$ cat src/rtl/core/cpe_pkg.sv
// Shared types, widths, codes and the saturation helper for the complex polynomial evaluator.
package cpe_pkg;

    // Q16.16 word width and the fixed transfer widths.
    localparam int Q_W       = 32;
    localparam int FRAC_W    = 16;
    localparam int PROD_W    = 2 * Q_W - FRAC_W;
    localparam int SUM_W     = PROD_W + 2;
    localparam int COEF_W    = 2 * Q_W;
    localparam int CIDX_W    = 4;
    localparam int DEG_W     = 4;
    localparam int S_TDATA_W = 72;
    localparam int M_TDATA_W = 64;

    // Request kinds carried in s_tuser.
    localparam logic REQ_WRITE = 1'b0;
    localparam logic REQ_EVAL  = 1'b1;

    // Sequencer states.
    typedef enum logic [2:0] {
        ST_IDLE,
        ST_LOAD,
        ST_MUL,
        ST_ADD,
        ST_OUT
    } cpe_state_t;

    // Step controls from the sequencer to the multiply-add datapath.
    typedef struct packed {
        logic load_acc;
        logic mul_en;
        logic add_en;
    } cpe_step_t;

    // Clamp a wide sum to the signed Q16.16 range; the top bit flags a clamp.
    function automatic logic [Q_W:0] sat_q(input logic signed [SUM_W-1:0] v);
        logic             ovf;
        logic [Q_W-1:0]   val;
        ovf = (v[SUM_W-1:Q_W-1] != '0) && (v[SUM_W-1:Q_W-1] != '1);
        if (!ovf) begin
            val = v[Q_W-1:0];
        end else if (v[SUM_W-1]) begin
            val = {1'b1, {(Q_W-1){1'b0}}};
        end else begin
            val = {1'b0, {(Q_W-1){1'b1}}};
        end
        return {ovf, val};
    endfunction

endpackage

$ cat src/rtl/core/cpe_coef_mem.sv
// Coefficient store: synchronous memory with per-entry valid bits so unwritten entries read as zero.
module cpe_coef_mem
    import cpe_pkg::*;
#(
    parameter int DEPTH  = 16,
    parameter int ADDR_W = 4
) (
    input  logic              aclk,
    input  logic              aresetn,
    input  logic              wr_en,
    input  logic [ADDR_W-1:0] wr_addr,
    input  logic [COEF_W-1:0] wr_data,
    input  logic              rd_en,
    input  logic [ADDR_W-1:0] rd_addr,
    output logic [COEF_W-1:0] rd_data
);

    logic [COEF_W-1:0] mem_reg [DEPTH];
    logic [DEPTH-1:0]  valid_reg;
    logic [COEF_W-1:0] rdata_reg;
    logic              rvalid_reg;

    // Storage array write and registered read.
    always_ff @(posedge aclk) begin
        if (wr_en) begin
            mem_reg[wr_addr] <= wr_data;
        end
        if (rd_en) begin
            rdata_reg <= mem_reg[rd_addr];
        end
    end

    // Valid bits model the all-zero state after reset.
    always_ff @(posedge aclk) begin
        if (!aresetn) begin
            valid_reg  <= '0;
            rvalid_reg <= 1'b0;
        end else begin
            if (wr_en) begin
                valid_reg[wr_addr] <= 1'b1;
            end
            if (rd_en) begin
                rvalid_reg <= valid_reg[rd_addr];
            end
        end
    end

    assign rd_data = rvalid_reg ? rdata_reg : '0;

endmodule

$ cat config.mk
export PLATFORM = sky130hd
export DESIGN_NAME = cpe_coef_mem
export DESIGN_NICKNAME = d
export VERILOG_FILES = /design/src/rtl/core/cpe_pkg.sv /design/src/rtl/core/cpe_coef_mem.sv
export SDC_FILE = /design/constraint.sdc
export NUM_CORES = 1
export LEC_CHECK = 0
export BUFFER_PORTS_ARGS = -buffer_cell sky130_fd_sc_hd__buf_2
export CORE_MARGIN = 2
export CORE_UTILIZATION = 62
export CTS_BUF_LIST = sky130_fd_sc_hd__clkbuf_2
export DETAILED_ROUTE_END_ITERATION = 7
export PLACE_DENSITY = 0.92
export SLEW_MARGIN = 10
export SYNTH_ARGS = -nofsm -noshare
export SYNTH_HDL_FRONTEND = slang
export SYNTH_SLANG_ARGS = --single-unit
$ cat constraint.sdc
create_clock -name aclk -period 17.1 [get_ports aclk]
set_input_delay 3.42 -clock aclk [delete_from_list [all_inputs] [get_ports aclk]]
set_output_delay 3.42 -clock aclk [all_outputs]
set_load 0.1 [all_outputs]
==> results.yml, run 1 <==
outcome:
  status: "completed"
synth:
  syn_area_um2: 41470
  synth-main-ff-cell: "edfxtp_1"
  ys_warn_count: 0
  seq_area_frac_synth_pct: 79.61
  netlist_instances: 1627
  synth_cell_types: 23
  syn-num-nets: 1703
  async_reset_ff_share_pct: 0
  syn_area_per_cell_um2: 25.49
  synth-seq-cells: 1105
  synth_edf_count: 1088
timing:
  worstMarginPinSlew_ns: 1.180
  fin_crit_ns: 7.034
  fin_setup_tns_ns: 0
  rsz0062_at_grt: "no"
  drv_slew: 0
  setup_viol: 0
  hold_viol: 0
  skew_ns: 0.1056
  slew_headroom_pct: 21.18
  fmax_ghz: 0.1422
  fin_crit_sh_pct: 41.13
worst_setup_path:
  regToRegEndpoint: "rdata_reg[53]$_DFFE_PP_"
  r2r_start: "mem_reg[13][53]$_DFFE_PP_"
  worstSetupEndpoint: "rd_data[38]"
  path_max_fanout: 37
  r2r_cells: 2
  worstPathRequired_ns: 13.68
  cp-startpoint: "rvalid_reg$_SDFFE_PN0P_"
  ff2ff_setup_slack_ns: 15.38
  critical_path_class: "reg -> out"
  arrival_ns: 3.61
  end_kind: "output port"
  startpoint_type: "flip-flop"
detailed_routing:
  num_vias: 19800
  drc_errors: 0
  wl_per_cell_um: 31.08
  ant_nets: 0
  first_iter_violations: 2854
  firstDrtPassIters: 6
  routed_wirelength_um: 94720
  viasPerCell: 6.496
cts:
  clockBufferDepth: 4
  numCtsBuffers: 275
  cts_tree: "done"
  cts_setup_buffers: 0
  cts_hold_repair.buffers: 0
  postCtsResizedCells: 0
  cts.sink_count: 1105
  cts_max_level: 5
  clkLatencyLatePin_ns: 1.43
  path_clk_slew_ns: 0.12
  cts_root_buffer: "clkbuf_2"
floorplanning:
  die_y_um: 262.6
  coreArea_um2: 65980
  fp.dieW_um: 262.6
  fp.dieArea_um2: 68970
  num_rows: 94
  start_util_pct: 62.85
  io_pins: 140
final_layout:
  postLayoutCoreUtil_pct: 68.95
  nets: 2072
  areaGrowthSynthToFinish_pct: 9.700
  final_cell_mix: "edfxtp_1, clkbuf_2, mux4_2"
  largest_reg_flops: 1024
  drive_above_1_share_pct: 41.70
  final_common_cell: "edfxtp_1"
placed_design:
  io_buffers: 139
  dp_hpwl_um: 48740
  place_congestion: 0.7134
min_path:
  hp-start: "valid_reg[6]$_SDFFE_PN0P_"
  hp-class: "reg -> reg"
pwr:
  p_leak_nw: 14.97
  power_density_nw_per_um2: 109.5
  ir_drop_mv: 0.05066
grt:
  grt_use_total_pct: 27.92
  antenna_found_initial: 15
  grt_max_degree: 128
  grt_pass1_vias: 20970
  overflow: 0
  grt_first_pass_wirelength_um: 136100
job:
  drv_cap: 0
==> cells by family (layout without fill, tap and decap cells) <==
| kind of cell | Yosys count | after routing | share of synthesized area (%) |
|---|---|---|---|
| mux | 326 | 326 | 17.58 |
| simple gates | 93 | 93 | 1.303 |
| compound gates | 20 | 20 | 0.3711 |
| other cells | 0 | 9 | 0 |
| buf+inv | 83 | 631 | 1.134 |
| flops | 1105 | 1105 | 79.61 |
==> power by group <==
part	internal, W	switching [W]	total [W]
sequential	0.00304	0.0000218	0.00306
combinational	0.000112	0.000183	0.000296
clock	0.000646	0.000977	0.00162
==> synthesized netlist by cell type, types with 3 or more instances <==
cell type / instances / area share [%]
dfxtp_1: 17 / 0.82
buf_6: 14 / 0.38
o21a_1: 16 / 0.29
and2_1: 64 / 0.97
buf_2: 10 / 0.12
nor3_1: 4 / 0.048
clkbuf_1: 39 / 0.35
mux2i_1: 4 / 0.097
nor2_1: 14 / 0.13
nand3b_1: 3 / 0.054
buf_4: 11 / 0.20
buf_1: 8 / 0.072
edfxtp_1: 1088 / 79
mux4_2: 322 / 17
==> per-layer routing <==
metal  part of all wire (%)  GRT usage (%)  wire length [um]  up-vias
li1                       -              -                 -     7964
met1                     34          36.04             32100    10110
met2                     52          46.04             49080     1499
met3                     12          8.696             11170      205
met4                    2.4          9.071              2246       20
met5                   0.13              0               120        -
==> how the worst min path moves through the flow <==
stage	endpoint	depth (start not counted)
floorplan	valid_reg[10]$_SDFFE_PN0P_	1
global placement	valid_reg[7]$_SDFFE_PN0P_	1
detailed placement	valid_reg[6]$_SDFFE_PN0P_	1
CTS	valid_reg[6]$_SDFFE_PN0P_	1
global route	valid_reg[6]$_SDFFE_PN0P_	1
finish	valid_reg[6]$_SDFFE_PN0P_	1
==> critical path, cell delays in order (launching register included) <==
cell,delay (ns)
dfxtp_2,0.84
buf_4,0.56
and2_1,0.34
buf_2,0.48
==> area by class of cell <==
class / instances / area (um^2)
Inverter: 1 / 3.754
Timing Repair Buffer: 174 / 998.5
Fill cell: 3800 / 20490
Antenna cell: 9 / 22.52
Tap cell: 864 / 1081
Clock buffer: 386 / 1932
Multi-Input combinational cell: 439 / 8097
Sequential cell: 1105 / 33010
Clock inverter: 70 / 344.1
==> stage by stage <==
| stage | std cells | total power, W | instance area (um^2) | setup WS [ns] | hold slack [ns] |
|---|---|---|---|---|---|
| global placement | 2583 | 0.003396 | 43190 | 9.600 | 0.4415 |
| detailed placement | 2583 | 0.003421 | 43190 | 9.389 | 0.4549 |
| global route | 3043 | 0.005162 | 45480 | 9.875 | 0.4951 |
| CTS | 3039 | 0.005013 | 45470 | 9.938 | 0.4773 |
| floorplan | 1627 | 0.003315 | 41470 | 8.198 | 0.4354 |
| finish | 3048 | 0.004983 | 45490 | 10.07 | 0.4801 |
No activity file was read; power rests on OpenSTA's default activity.
==> inputs of run 2 (changes only) <==
clock period = 6.6 ns   (was 17.1 ns; I/O delays follow)
==> results.yml, run 2 (synthesis results as in run 1) <==
timing:
  fmax_ghz: 0.2019
  fin_setup_tns_ns: 0
  skew_ns: 0.1678
  worstMarginPinSlew_ns: 1.180
  setup_viol: 0
  slew_headroom_pct: 21.31
  fin_crit_ns: 4.952
  drv_slew: 0
  hold_viol: 0
  rsz0062_at_grt: "no"
  fin_crit_sh_pct: 75.03
detailed_routing:
  met2_wirelength_um: 48660
  first_iter_violations: 2560
  wl_met1_um: 33020
  wl_met3_um: 10110
  viasPerCell: 6.574
  wl_per_cell_um: 31.03
  routed_wirelength_um: 94160
  firstDrtPassIters: 5
  num_vias: 19950
  drc_errors: 0
  highest_layer: "met5"
  ant_nets: 0
final_layout:
  final_cell_mix: "edfxtp_1, clkbuf_2, mux4_2"
  postLayoutCoreUtil_pct: 69.01
  seqCellArea_um2: 33010
  largest_reg_flops: 1024
  final_common_cell: "edfxtp_1"
  design_area_um2: 45530
  drive_above_1_share_pct: 42.22
  nets: 2076
  areaGrowthSynthToFinish_pct: 9.800
  fillers: 3726
  multi_input_area_um2: 8103
floorplanning:
  fp.dieW_um: 262.6
  num_rows: 94
  coreArea_um2: 65980
  die_y_um: 262.6
  io_pins: 140
  fp.dieArea_um2: 68970
  start_util_pct: 62.85
pwr:
  p_leak_nw: 14.99
  ir_drop_mv: 0.2049
  power_density_nw_per_um2: 283.3
cts:
  clkLatencyLatePin_ns: 1.49
  path_clk_slew_ns: 0.12
  cts_root_buffer: "clkbuf_2"
  numCtsBuffers: 275
  cts_tree: "done"
  cts_max_level: 5
  cts_setup_buffers: 0
  postCtsResizedCells: 0
  cts_hold_repair.buffers: 0
  clockBufferDepth: 4
  cts.sink_count: 1105
placed_design:
  place_congestion: 0.7398
  place_area_um2: 43310
  dp_hpwl_um: 50200
  io_buffers: 139
grt:
  grt_max_degree: 119
  antenna_found_initial: 12
  overflow: 0
  grt_pass1_vias: 21150
  grt_first_pass_wirelength_um: 138100
  grt_use_total_pct: 28.01
worst_setup_path:
  cp_slowest_cell: "dfxtp_2"
  path_max_fanout: 35
  critical-path-max-stage-delay_ns: 0.90
  end_kind: "output port"
  worstPathRequired_ns: 5.28
  critical_path_class: "reg -> out"
  startpoint_type: "flip-flop"
  arrival_ns: 3.63
  path_cells: "buf_4 > and2_1 > buf_2"
outcome:
  status: "completed"
job:
  drv_cap: 0
min_path:
  hp-class: "in -> reg"
-- run 2: worst paths after layout --
kind / startpoint / endpoint / slack (ns) / cells after the start
setup / recovery: rvalid_reg$_SDFFE_PN0P_ / rd_data[52] / 1.65 / 3
hold reg to reg: valid_reg[11]$_SDFFE_PN0P_ / valid_reg[11]$_SDFFE_PN0P_ / 0.48 / 1
hold / removal: wr_data[52] / mem_reg[10][52]$_DFFE_PP_ / 0.20 / 1
setup reg to reg: mem_reg[2][52]$_DFFE_PP_ / rdata_reg[52]$_DFFE_PP_ / 4.76 / 2
-- run 2: worst max-delay path, delay by kind of cell (launching register included) --
| kind | cells | cell delay (ns) |
|---|---|---|
| buffers and inverters | 2 | 1.04 |
| DFF | 1 | 0.90 |
| and+or+nand+nor | 1 | 0.35 |
-- run 2: through the flow --
step | setup WS [ns] | instances | power [W] | hold slack (ns)
detailed placement | 2.462 | 2587 | 0.008867 | 0.4577
CTS | 1.594 | 3024 | 0.01298 | 0.08363
finish | 1.648 | 3034 | 0.01290 | 0.1969
global placement | 2.522 | 2587 | 0.008804 | 0.4411
global route | 1.575 | 3030 | 0.01336 | 0.08828
floorplan | 0.09829 | 1627 | 0.008589 | 0.4354
-- run 2: power breakdown --
| part | internal (W) | leakage [nW] | switching (W) |
|---|---|---|---|
| Sequential | 0.00788 | 10.0 | 0.0000550 |
| Combinational | 0.000294 | 3.24 | 0.000478 |
| Clock | 0.00164 | 1.73 | 0.00255 |
-- run 2: per-layer routing --
metal / GRT usage [%] / vias to the layer above
li1: - / 7935
met1: 37.37 / 10340
met2: 45.81 / 1473
met3: 7.075 / 188
met4: 9.972 / 8
met5: 0 / -
-- run 2: area by class of cell --
| class | count | area share (%) |
|---|---|---|
| Sequential cell | 1105 | 72.50 |
| Clock buffer | 379 | 4.166 |
| Antenna cell | 10 | 0.05496 |
| Clock inverter | 58 | 0.6650 |
| Timing Repair Buffer | 178 | 2.432 |
| Inverter | 1 | 0.008244 |
| Multi-Input combinational cell | 439 | 17.80 |
| Tap cell | 864 | 2.374 |
